**config.mk**
```make
export PLATFORM = sky130hd
export DESIGN_NAME = bracket_balance_checker_core_flat
export DESIGN_NICKNAME = d
export VERILOG_FILES = /design/src/hw/rtl/bbc_pkg.sv /design/src/hw/rtl/bbc_if.sv /design/src/hw/rtl/bbc_ram.sv /design/src/hw/rtl/bbc_front.sv /design/src/hw/rtl/bbc_queue.sv /design/src/hw/rtl/bbc_back.sv /design/src/hw/rtl/bracket_balance_checker_core.sv /design/src/flat_wrapper.sv
export SDC_FILE = /design/constraint.sdc
export NUM_CORES = 2
export LEC_CHECK = 0
export BUFFER_PORTS_ARGS = -buffer_cell sky130_fd_sc_hd__buf_2
export CORE_MARGIN = 3
export CORE_UTILIZATION = 30
export CTS_CLUSTER_SIZE = 40
export DETAILED_ROUTE_END_ITERATION = 10
export GPL_TIMING_DRIVEN = 1
export PLACE_DENSITY_LB_ADDON = 0.1
export SLEW_MARGIN = 15
export SYNTH_ARGS = -nofsm -noshare
export SYNTH_HDL_FRONTEND = slang
export SYNTH_HIERARCHICAL = 1
export SYNTH_SLANG_ARGS = --single-unit
export TNS_END_PERCENT = 30
```
**constraint.sdc**
```tcl
create_clock -name clk_i -period 33.7 [get_ports clk_i]
set_input_delay 5.055 -clock clk_i [delete_from_list [all_inputs] [get_ports clk_i]]
set_output_delay 5.055 -clock clk_i [all_outputs]
set_load 0.03 [all_outputs]
```
**src/hw/rtl/bbc_pkg.sv**
```systemverilog
// bbc_pkg: shared types and constants of the bracket balance checker
// holds character codes, stack kind codes and the front-to-back operation struct
// no dependencies
package bbc_pkg;

  // default stack size, overridable on the top level
  localparam int unsigned STACK_DEPTH_DEF = 1024;

  // entries of the queue between front and back
  localparam int unsigned QUEUE_DEPTH = 2;

  // bracket kind as kept on the stack
  localparam int unsigned KIND_W = 2;
  typedef logic [KIND_W-1:0] kind_t;

  localparam kind_t KIND_BRACE  = 2'd1;
  localparam kind_t KIND_SQUARE = 2'd2;
  localparam kind_t KIND_PAREN  = 2'd3;

  // character codes
  localparam logic [7:0] CH_LBRACE  = 8'h7B;
  localparam logic [7:0] CH_RBRACE  = 8'h7D;
  localparam logic [7:0] CH_LSQUARE = 8'h5B;
  localparam logic [7:0] CH_RSQUARE = 8'h5D;
  localparam logic [7:0] CH_LPAREN  = 8'h28;
  localparam logic [7:0] CH_RPAREN  = 8'h29;

  // work for the back end
  typedef enum logic [1:0] {
    OP_PUSH,
    OP_POP,
    OP_END
  } op_e;

  typedef struct packed {
    op_e   code;
    kind_t kind;
  } op_t;

endpackage

```
**src/hw/rtl/bbc_if.sv**
```systemverilog
// bbc_if: valid/ready channels of the bracket balance checker
// bbc_in_if carries one character or end marker, bbc_out_if one result
// no dependencies
interface bbc_in_if;
  logic       valid;
  logic       ready;
  logic [7:0] symbol;
  logic       end_of_text;

  modport source (output valid, symbol, end_of_text, input ready);
  modport sink   (input valid, symbol, end_of_text, output ready);
endinterface

interface bbc_out_if;
  logic valid;
  logic ready;
  logic balanced;
  logic depth_overflow;

  modport source (output valid, balanced, depth_overflow, input ready);
  modport sink   (input valid, balanced, depth_overflow, output ready);
endinterface

```
**src/hw/rtl/bbc_ram.sv**
```systemverilog
// bbc_ram: generic single write port, single read port ram with registered read
// no dependencies
module bbc_ram #(
  parameter int unsigned Width = 2,
  parameter int unsigned Depth = 1024,
  localparam int unsigned AddrW = (Depth > 1) ? $clog2(Depth) : 1
) (
  input  logic             clk_i,
  input  logic             we_i,
  input  logic [AddrW-1:0] waddr_i,
  input  logic [Width-1:0] wdata_i,
  input  logic [AddrW-1:0] raddr_i,
  output logic [Width-1:0] rdata_o
);

  logic [Width-1:0] mem_q [Depth];
  logic [Width-1:0] rdata_q;

  always_ff @(posedge clk_i) begin
    if (we_i) begin
      mem_q[waddr_i] <= wdata_i;
    end
    rdata_q <= mem_q[raddr_i];
  end

  assign rdata_o = rdata_q;

endmodule

```
**src/hw/rtl/bbc_front.sv**
```systemverilog
// bbc_front: accepts items and classifies them into stack operations
// depends on bbc_pkg and bbc_if; ordinary characters are dropped here
module bbc_front (
  input  logic           clk_i,
  input  logic           rst_ni,
  bbc_in_if.sink         in_i,
  output logic           op_valid_o,
  output bbc_pkg::op_t   op_o,
  input  logic           op_ready_i
);

  logic         vld_q;
  bbc_pkg::op_t op_q;
  bbc_pkg::op_t op_d;
  logic         is_op;
  logic         accept;

  always_comb begin
    op_d  = '{code: bbc_pkg::OP_END, kind: bbc_pkg::KIND_BRACE};
    is_op = 1'b1;
    if (in_i.end_of_text) begin
      op_d.code = bbc_pkg::OP_END;
    end else begin
      unique case (in_i.symbol)
        bbc_pkg::CH_LBRACE:  op_d = '{code: bbc_pkg::OP_PUSH, kind: bbc_pkg::KIND_BRACE};
        bbc_pkg::CH_LSQUARE: op_d = '{code: bbc_pkg::OP_PUSH, kind: bbc_pkg::KIND_SQUARE};
        bbc_pkg::CH_LPAREN:  op_d = '{code: bbc_pkg::OP_PUSH, kind: bbc_pkg::KIND_PAREN};
        bbc_pkg::CH_RBRACE:  op_d = '{code: bbc_pkg::OP_POP, kind: bbc_pkg::KIND_BRACE};
        bbc_pkg::CH_RSQUARE: op_d = '{code: bbc_pkg::OP_POP, kind: bbc_pkg::KIND_SQUARE};
        bbc_pkg::CH_RPAREN:  op_d = '{code: bbc_pkg::OP_POP, kind: bbc_pkg::KIND_PAREN};
        default:             is_op = 1'b0;
      endcase
    end
  end

  assign in_i.ready = !vld_q || op_ready_i;
  assign accept     = in_i.valid && in_i.ready;

  always_ff @(posedge clk_i or negedge rst_ni) begin
    if (!rst_ni) begin
      vld_q <= 1'b0;
    end else if (accept) begin
      vld_q <= is_op;
    end else if (op_ready_i) begin
      vld_q <= 1'b0;
    end
  end

  always_ff @(posedge clk_i) begin
    if (accept) begin
      op_q <= op_d;
    end
  end

  assign op_valid_o = vld_q;
  assign op_o       = op_q;

endmodule

```
**src/hw/rtl/bbc_queue.sv**
```systemverilog
// bbc_queue: short fifo of operations between front and back
// depends on bbc_pkg
module bbc_queue (
  input  logic         clk_i,
  input  logic         rst_ni,
  input  logic         push_valid_i,
  input  bbc_pkg::op_t push_op_i,
  output logic         push_ready_o,
  output logic         pop_valid_o,
  output bbc_pkg::op_t pop_op_o,
  input  logic         pop_ready_i
);

  localparam int unsigned Depth = bbc_pkg::QUEUE_DEPTH;
  localparam int unsigned PtrW  = (Depth > 1) ? $clog2(Depth) : 1;
  localparam int unsigned CntW  = $clog2(Depth + 1);

  bbc_pkg::op_t    slot_q [Depth];
  logic [PtrW-1:0] wr_ptr_q, wr_ptr_d;
  logic [PtrW-1:0] rd_ptr_q, rd_ptr_d;
  logic [CntW-1:0] cnt_q, cnt_d;
  logic            do_push, do_pop;

  assign push_ready_o = cnt_q != CntW'(Depth);
  assign pop_valid_o  = cnt_q != '0;
  assign pop_op_o     = slot_q[rd_ptr_q];

  assign do_push = push_valid_i && push_ready_o;
  assign do_pop  = pop_valid_o && pop_ready_i;

  always_comb begin
    wr_ptr_d = wr_ptr_q;
    rd_ptr_d = rd_ptr_q;
    cnt_d    = cnt_q;
    if (do_push) begin
      wr_ptr_d = (wr_ptr_q == PtrW'(Depth - 1)) ? '0 : wr_ptr_q + 1'b1;
    end
    if (do_pop) begin
      rd_ptr_d = (rd_ptr_q == PtrW'(Depth - 1)) ? '0 : rd_ptr_q + 1'b1;
    end
    if (do_push && !do_pop) begin
      cnt_d = cnt_q + 1'b1;
    end else if (do_pop && !do_push) begin
      cnt_d = cnt_q - 1'b1;
    end
  end

  always_ff @(posedge clk_i or negedge rst_ni) begin
    if (!rst_ni) begin
      wr_ptr_q <= '0;
      rd_ptr_q <= '0;
      cnt_q    <= '0;
    end else begin
      wr_ptr_q <= wr_ptr_d;
      rd_ptr_q <= rd_ptr_d;
      cnt_q    <= cnt_d;
    end
  end

  always_ff @(posedge clk_i) begin
    if (do_push) begin
      slot_q[wr_ptr_q] <= push_op_i;
    end
  end

endmodule

```
**src/hw/rtl/bbc_back.sv**
```systemverilog
// bbc_back: stack engine and result register; one operation per cycle, an
// end marker held while out_o stalls; depends on bbc_pkg, bbc_if, bbc_ram;
// top of stack in a register, the entry below it in the ram read register
module bbc_back #(
  parameter int unsigned STACK_DEPTH = bbc_pkg::STACK_DEPTH_DEF
) (
  input  logic         clk_i,
  input  logic         rst_ni,
  input  logic         op_valid_i,
  input  bbc_pkg::op_t op_i,
  output logic         op_ready_o,
  bbc_out_if.source    out_o
);

  localparam int unsigned LvlW  = $clog2(STACK_DEPTH + 1);
  localparam int unsigned AddrW = $clog2(STACK_DEPTH);

  logic [LvlW-1:0]     level_q, level_d;
  logic                mis_q, mis_d;
  logic                ovf_q, ovf_d;
  bbc_pkg::kind_t      tos_q, tos_d;
  bbc_pkg::kind_t      below;
  logic                we;
  logic                full;
  logic                take;
  logic                slot_free;
  logic                res_load;
  logic                out_vld_q;
  logic                bal_q, ovf_out_q;
  logic [AddrW-1:0]    rd_addr;
  logic [LvlW-1:0]     rd_lvl;

  assign slot_free  = !out_vld_q || out_o.ready;
  assign op_ready_o = slot_free || (op_i.code != bbc_pkg::OP_END);
  assign take       = op_valid_i && op_ready_o;
  assign full       = level_q == LvlW'(STACK_DEPTH);

  always_comb begin
    level_d  = level_q;
    mis_d    = mis_q;
    ovf_d    = ovf_q;
    tos_d    = tos_q;
    we       = 1'b0;
    res_load = 1'b0;
    if (take) begin
      unique case (op_i.code)
        bbc_pkg::OP_END: begin
          level_d  = '0;
          mis_d    = 1'b0;
          ovf_d    = 1'b0;
          res_load = 1'b1;
        end
        bbc_pkg::OP_PUSH: begin
          if (!mis_q) begin
            if (full) begin
              mis_d = 1'b1;
              ovf_d = 1'b1;
            end else begin
              we      = 1'b1;
              level_d = level_q + 1'b1;
              tos_d   = op_i.kind;
            end
          end
        end
        bbc_pkg::OP_POP: begin
          if (!mis_q) begin
            if (level_q == '0 || tos_q != op_i.kind) begin
              mis_d = 1'b1;
            end else begin
              level_d = level_q - 1'b1;
              tos_d   = below;
            end
          end
        end
        default: ;
      endcase
    end
  end

  // keep the entry under the new top in the read register
  assign rd_lvl  = level_d - LvlW'(2);
  assign rd_addr = rd_lvl[AddrW-1:0];

  bbc_ram #(
    .Width (bbc_pkg::KIND_W),
    .Depth (STACK_DEPTH)
  ) u_stack_ram (
    .clk_i   (clk_i),
    .we_i    (we),
    .waddr_i (level_q[AddrW-1:0]),
    .wdata_i (op_i.kind),
    .raddr_i (rd_addr),
    .rdata_o (below)
  );

  always_ff @(posedge clk_i or negedge rst_ni) begin
    if (!rst_ni) begin
      level_q   <= '0;
      mis_q     <= 1'b0;
      ovf_q     <= 1'b0;
      out_vld_q <= 1'b0;
    end else begin
      level_q <= level_d;
      mis_q   <= mis_d;
      ovf_q   <= ovf_d;
      if (res_load) begin
        out_vld_q <= 1'b1;
      end else if (out_o.ready) begin
        out_vld_q <= 1'b0;
      end
    end
  end

  always_ff @(posedge clk_i) begin
    tos_q <= tos_d;
    if (res_load) begin
      bal_q     <= !mis_q && (level_q == '0);
      ovf_out_q <= ovf_q;
    end
  end

  assign out_o.valid          = out_vld_q;
  assign out_o.balanced       = bal_q;
  assign out_o.depth_overflow = ovf_out_q;

  a_end_clears: assert property (@(posedge clk_i) disable iff (!rst_ni)
    take && op_i.code == bbc_pkg::OP_END |=> level_q == '0 && !mis_q && !ovf_q)
    else $error("string state not cleared after end marker");

  a_ovf_is_fail: assert property (@(posedge clk_i) disable iff (!rst_ni)
    ovf_q |-> mis_q)
    else $error("overflow recorded without failure");

  a_push_tos: assert property (@(posedge clk_i) disable iff (!rst_ni)
    take && op_i.code == bbc_pkg::OP_PUSH && !mis_q && !full
    |=> level_q == LvlW'($past(level_q) + 1'b1) && tos_q == $past(op_i.kind))
    else $error("push did not update level and top of stack");

endmodule

```
**src/hw/rtl/bracket_balance_checker_core.sv**
```systemverilog
// bracket_balance_checker_core: top level of the bracket balance checker
// depends on bbc_pkg, bbc_if, bbc_front, bbc_queue, bbc_back and bbc_ram
//
// usage
//   in_i carries one item per handshake: a character byte in symbol, or an end
//   marker with end_of_text set. opening braces, brackets and parentheses push
//   their kind, closing ones pop a matching kind; other characters are ignored.
//   out_o gives one item per end marker: balanced and depth_overflow for the
//   string just ended, after which the checker starts afresh.
// timing
//   one item per cycle on both channels when out_o is not stalled.
//   an end marker passes the front register and the queue before bbc_back
//   takes it and loads its result into the result register on out_o.
//   the rate is set by the stack engine in bbc_back: one push or pop a cycle,
//   with the top of stack in a register and the entry below it held in the
//   ram read register, updated from the next stack level every cycle.
// stalls
//   a stalled out_o keeps its result; the back end keeps running pushes and
//   pops, and holds only at the next end marker. the queue and the front
//   register then fill and in_i.ready drops.
// reset
//   rst_ni clears level, failure flags and all valids at once. the stack ram is
//   not cleared: only entries written in the current string are used.
module bracket_balance_checker_core #(
  parameter int unsigned STACK_DEPTH = bbc_pkg::STACK_DEPTH_DEF
) (
  input  logic      clk_i,
  input  logic      rst_ni,
  bbc_in_if.sink    in_i,
  bbc_out_if.source out_o
);

  // front to queue
  logic         fr_valid;
  logic         fr_ready;
  bbc_pkg::op_t fr_op;

  // queue to back
  logic         bk_valid;
  logic         bk_ready;
  bbc_pkg::op_t bk_op;

  // classification; ordinary characters never leave the front
  bbc_front u_front (
    .clk_i      (clk_i),
    .rst_ni     (rst_ni),
    .in_i       (in_i),
    .op_valid_o (fr_valid),
    .op_o       (fr_op),
    .op_ready_i (fr_ready)
  );

  // decouples the front from a back end held by an output stall
  bbc_queue u_queue (
    .clk_i        (clk_i),
    .rst_ni       (rst_ni),
    .push_valid_i (fr_valid),
    .push_op_i    (fr_op),
    .push_ready_o (fr_ready),
    .pop_valid_o  (bk_valid),
    .pop_op_o     (bk_op),
    .pop_ready_i  (bk_ready)
  );

  // stack engine and result register
  bbc_back #(
    .STACK_DEPTH (STACK_DEPTH)
  ) u_back (
    .clk_i      (clk_i),
    .rst_ni     (rst_ni),
    .op_valid_i (bk_valid),
    .op_i       (bk_op),
    .op_ready_o (bk_ready),
    .out_o      (out_o)
  );

endmodule

```
**src/flat_wrapper.sv**
```systemverilog
// flat-port wrapper written by rule: the top's interface ports become plain ports
module bracket_balance_checker_core_flat 
#(
  parameter int unsigned STACK_DEPTH = bbc_pkg::STACK_DEPTH_DEF
)
  (clk_i, rst_ni, in_i_valid, in_i_symbol, in_i_end_of_text, in_i_ready, out_o_valid, out_o_balanced, out_o_depth_overflow, out_o_ready);
  bbc_in_if in_i_i ();
  bbc_out_if out_o_i ();
  input  logic clk_i;
  input  logic rst_ni;
  input wire logic [$bits(in_i_i.valid)-1:0] in_i_valid;
  input wire logic [$bits(in_i_i.symbol)-1:0] in_i_symbol;
  input wire logic [$bits(in_i_i.end_of_text)-1:0] in_i_end_of_text;
  output wire logic [$bits(in_i_i.ready)-1:0] in_i_ready;
  output wire logic [$bits(out_o_i.valid)-1:0] out_o_valid;
  output wire logic [$bits(out_o_i.balanced)-1:0] out_o_balanced;
  output wire logic [$bits(out_o_i.depth_overflow)-1:0] out_o_depth_overflow;
  input wire logic [$bits(out_o_i.ready)-1:0] out_o_ready;
  assign in_i_i.valid = in_i_valid;
  assign in_i_i.symbol = in_i_symbol;
  assign in_i_i.end_of_text = in_i_end_of_text;
  assign in_i_ready = in_i_i.ready;
  assign out_o_valid = out_o_i.valid;
  assign out_o_balanced = out_o_i.balanced;
  assign out_o_depth_overflow = out_o_i.depth_overflow;
  assign out_o_i.ready = out_o_ready;
  bracket_balance_checker_core #(.STACK_DEPTH(STACK_DEPTH)) u_core (.clk_i(clk_i), .rst_ni(rst_ni), .in_i(in_i_i), .out_o(out_o_i));
endmodule
```
==> impl_metrics.yaml <==
run_status:
  outcome: "complete, no violations"
placed_design:
  postPlaceCellArea_mm2: 0.0907
  numPortBuffers: 16
  detailedPlacementHpwl_mm: 164
  place_congestion: 0.777
  preCtsSetupSlack_ps: 21710
floorplan:
  io-pin-count: 17
  design.die.area_mm2: 0.294
  core_area_mm2: 0.285
  fp.dieH_um: 542
  die-width_um: 542
  initial_core_utilization: 0.302
  placementRows: 196
worst_setup_path:
  crit-reg2reg-launch: "u_core/u_queue/rd_ptr_q"
  crit_path_cell_trace: "buf_2 -> nor2b_1 -> nand3_1 -> nand2_1 -> a31o_2 -> mux2_8 -> buf_4 -> buf_4 -> buf_4 -> mux2i_1 -> o221ai_1 -> o22ai_1 -> o21ai_0 -> nand2_1 -> o21ai_0 -> nand4_1 -> nand4_1"
  slowest_delay_ps: 930
  critPathCaptureType: "flip-flop"
  worst_path_most_repeated_cell: "sky130_fd_sc_hd__buf_4"
  critical-path-top-delay-family: "buffers and inverters"
  worst_ep_arrival_time_ps: 11910
  critical_path.startpoint_type: "primary input"
  path_buf_inv: 4
  timing.rr.end: "u_core/u_back/u_stack_ram/rdata_o[0]"
  critical_path.max_fanout: 54
  criticalPathCategory: "in2reg"
  reg2reg_setup_slack_ps: 25070
  timing.reg2reg.worst_path_depth: 17
  cp_slowest_cell: "sky130_fd_sc_hd__o21ai_0"
  worst-endpoint-required_ps: 34480
sta:
  clock.fmax_ghz: 0.0899
  timing.final.max_slew_violations: 0
  final.setup_skew_ps: 53.5
  finalCriticalPeriod_ps: 11130
  hold_viol_final: 0
  timing.slew.headroom: 0.115
  finalCritPeriodShare: 0.330
  final.setup.worst_slack_ps: 22570
  report.final.setup_viol: 0
  timing.setup.tns_ps: 0
  rsz0062_at_grt: "false"
  worst_slew_pin_slew_ps: 1320
synthesis:
  async_reset_ff_frac: 0.00911
  synthesized_cell_area_mm2: 0.0861
  sequential_fraction_of_the_synthesis_area: 0.725
  synthTopCellsByArea: "sky130_fd_sc_hd__edfxtp_1 (72%), sky130_fd_sc_hd__mux4_2 (12%), sky130_fd_sc_hd__nor2_1 (4.7%)"
  synth_edf_count: 2064
  synth_cells: 5035
  synth_largest_area_cell: "sky130_fd_sc_hd__edfxtp_1"
  synth-seq-cells: 2085
  synthFlopType: "sky130_fd_sc_hd__edfxtp_1"
  nets_in_the_synthesized_netlist: 5052
  synthesis.yosys.warnings: 6
  yosys.cell_types.count: 98
  avgSynthCellArea_um2: 17.1
  area_share_of_the_leading_cell_type_in_the_synthesized_netlist: 0.719
clock_tree:
  tritoncts: "built"
  clock_tree.htree_level_count: 4
  cts-resized-gates: 0
  worstSkewPairLatency_ps: 900
  cts_max_path_buffers: 4
  post_cts.repair.setup_buffers: 0
  clock-root-buffer: "sky130_fd_sc_hd__clkbuf_16"
  cts.hold.buffers_added: 0
  cts-buffers-inserted: 238
  clock-sinks: 2085
  post_cts_clock_slew_at_the_launch_and_capture_registers_of_the_worst_setup_and_hold_paths_ps: 50
power:
  finalPower_mw: 8.95
  power.leakage_nw: 28.8
  power.density_mw_per_mm2: 91.2
  vdd_drop_max_uv: 60.6
hold_path:
  worst_hold_path.endpoint: "u_core/u_queue/slot_q[1][1]"
  timing.hold.worst_path_depth: 0
  worst_hold_path_type: "reg2reg"
  hold_path.startpoint: "u_core/u_front/op_o[1]"
route:
  via_per_inst: 5.24
  antenna_left: 0
  detail_route.wl_per_cell_um: 31.8
  drc_errors: 0
  dr.first_iter.drc_count: 4541
  first_pass_iters: 6
  vias: 47191
  detail_route.wirelength_mm: 287
cells_and_area:
  final_cell_mix: "sky130_fd_sc_hd__edfxtp_1 (2064), sky130_fd_sc_hd__nor2_1 (1071), sky130_fd_sc_hd__mux4_2 (449)"
  fraction_of_layout_cells_with_a_size_suffix_above_1: 0.201
  final_common_cell: "sky130_fd_sc_hd__edfxtp_1"
  area_delta_synth_final_pct: 13.8
  final_area_mm2: 0.0981
  final_core_utilization: 0.344
  finalNetCount: 5067
global_route:
  first_global_vias: 49149
  antenna_found_initial: 22
  grt_overflow_total: 0
  grt_max_degree: 179
  grt_pass1_wl_mm: 399
  grt_usage: 0.193
flow_run:
  max_cap_viol_count: 0
-- area by class of cell --
class	instances	area [µm²]
diodes	3	7.51
repair buffers	178	1390
multi-input cells	2528	22000
inverters	19	83.8
clock buffers	299	6270
well taps	3762	4710
clock inverters	126	1090
fillers	27263	187000
flip-flops and latches	2085	62500
-- metal layers --
| layer | up-vias | GRT usage | share of wire |
|---|---|---|---|
| met1 | 25566 | 0.264 | 0.44 |
| li1 | 19922 | - | - |
| met5 | - | 0 | 0 |
| met3 | 358 | 0.0251 | 0.048 |
| met4 | 0 | 0.0466 | 0.025 |
| met2 | 1345 | 0.325 | 0.49 |
-- state kept, by name (all words and copies together) (netlist names) --
signal                              count
u_core/u_back/u_stack_ram/rdata_o       2
u_core/u_back/out_o.depth_overflow      1
u_core/u_back/out_o.balanced            1
u_core/u_back/out_o.valid               1
u_core/u_queue/wr_ptr_q                 1
u_core/u_back/mis_q                     1
u_core/u_back/tos_q                     2
u_core/u_queue/cnt_q                    2
u_core/u_back/level_q                  11
u_core/u_front/op_valid_o               1
u_core/u_queue/slot_q                   8
u_core/u_queue/rd_ptr_q                 1
u_core/u_back/u_stack_ram/mem_q      2048
u_core/u_front/op_o                     4
u_core/u_back/ovf_q                     1
-- report_power, final --
| part | total [mW] | leakage [nW] | internal, mW | switching (mW) |
|---|---|---|---|---|
| clock network | 2.49 | 3.61 | 1.44 | 1.05 |
| logic | 3.31 | 6.47 | 0.991 | 2.32 |
| registers | 3.15 | 18.7 | 3.12 | 0.0273 |
| total | 8.95 | 28.8 | 5.56 | 3.39 |
-- cell usage after synthesis, types with 12 or more instances --
cell type,n
sky130_fd_sc_hd__mux2_2,14
sky130_fd_sc_hd__o22ai_1,46
sky130_fd_sc_hd__mux4_2,449
sky130_fd_sc_hd__buf_4,30
sky130_fd_sc_hd__a21oi_1,78
sky130_fd_sc_hd__nor2_1,1075
sky130_fd_sc_hd__a211oi_1,13
sky130_fd_sc_hd__mux2i_1,205
sky130_fd_sc_hd__clkbuf_1,242
sky130_fd_sc_hd__buf_2,26
sky130_fd_sc_hd__nand2_1,117
sky130_fd_sc_hd__nand2b_1,13
sky130_fd_sc_hd__nor2b_1,15
sky130_fd_sc_hd__a221oi_1,15
sky130_fd_sc_hd__o21ai_0,44
sky130_fd_sc_hd__a22o_1,13
sky130_fd_sc_hd__nand4_1,21
sky130_fd_sc_hd__o221ai_1,83
sky130_fd_sc_hd__inv_1,16
sky130_fd_sc_hd__buf_8,14
sky130_fd_sc_hd__buf_6,35
sky130_fd_sc_hd__edfxtp_1,2064
sky130_fd_sc_hd__buf_1,54
sky130_fd_sc_hd__and3_1,12
sky130_fd_sc_hd__nand3_1,49
sky130_fd_sc_hd__nor4_1,13
sky130_fd_sc_hd__dfrtp_1,19
sky130_fd_sc_hd__nor3_1,50
sky130_fd_sc_hd__a22oi_1,46
-- cell families (layout without fill, tap and decap cells) --
kind of cell    Yosys count  after routing  synth area share
flops                  2085           2085             0.725
simple gates           1435           1435            0.0703
mux                     670            670             0.143
buf+inv                 422            622            0.0253
compound gates          403            403            0.0334
xor+xnor                 16             16           0.00163
fa+ha+maj                 4              4          0.000581
other cells               0              3                 0
-- how the worst max path moves through the flow --
stage | start | to | cells past startpoint
4_1_cts | out_o_ready | u_core/u_back/u_stack_ram/rdata_o[0] | 17
3_3_place_gp | out_o_ready | u_core/u_back/u_stack_ram/rdata_o[0] | 17
3_5_place_dp | out_o_ready | u_core/u_back/u_stack_ram/rdata_o[0] | 17
6_report | out_o_ready | u_core/u_back/u_stack_ram/rdata_o[0] | 17
5_1_grt | out_o_ready | u_core/u_back/u_stack_ram/rdata_o[0] | 17
2_1_floorplan | u_core/u_queue/rd_ptr_q | u_core/u_back/u_stack_ram/rdata_o[0] | 18
-- through the flow --
stage	hold WS, ps	instances
after detailed placement	438	8572
after global routing	477	8998
after global placement	434	8571
final	451	9000
after floorplan	421	5035
after CTS	451	8997
No activity file was read; power rests on OpenSTA's default activity.
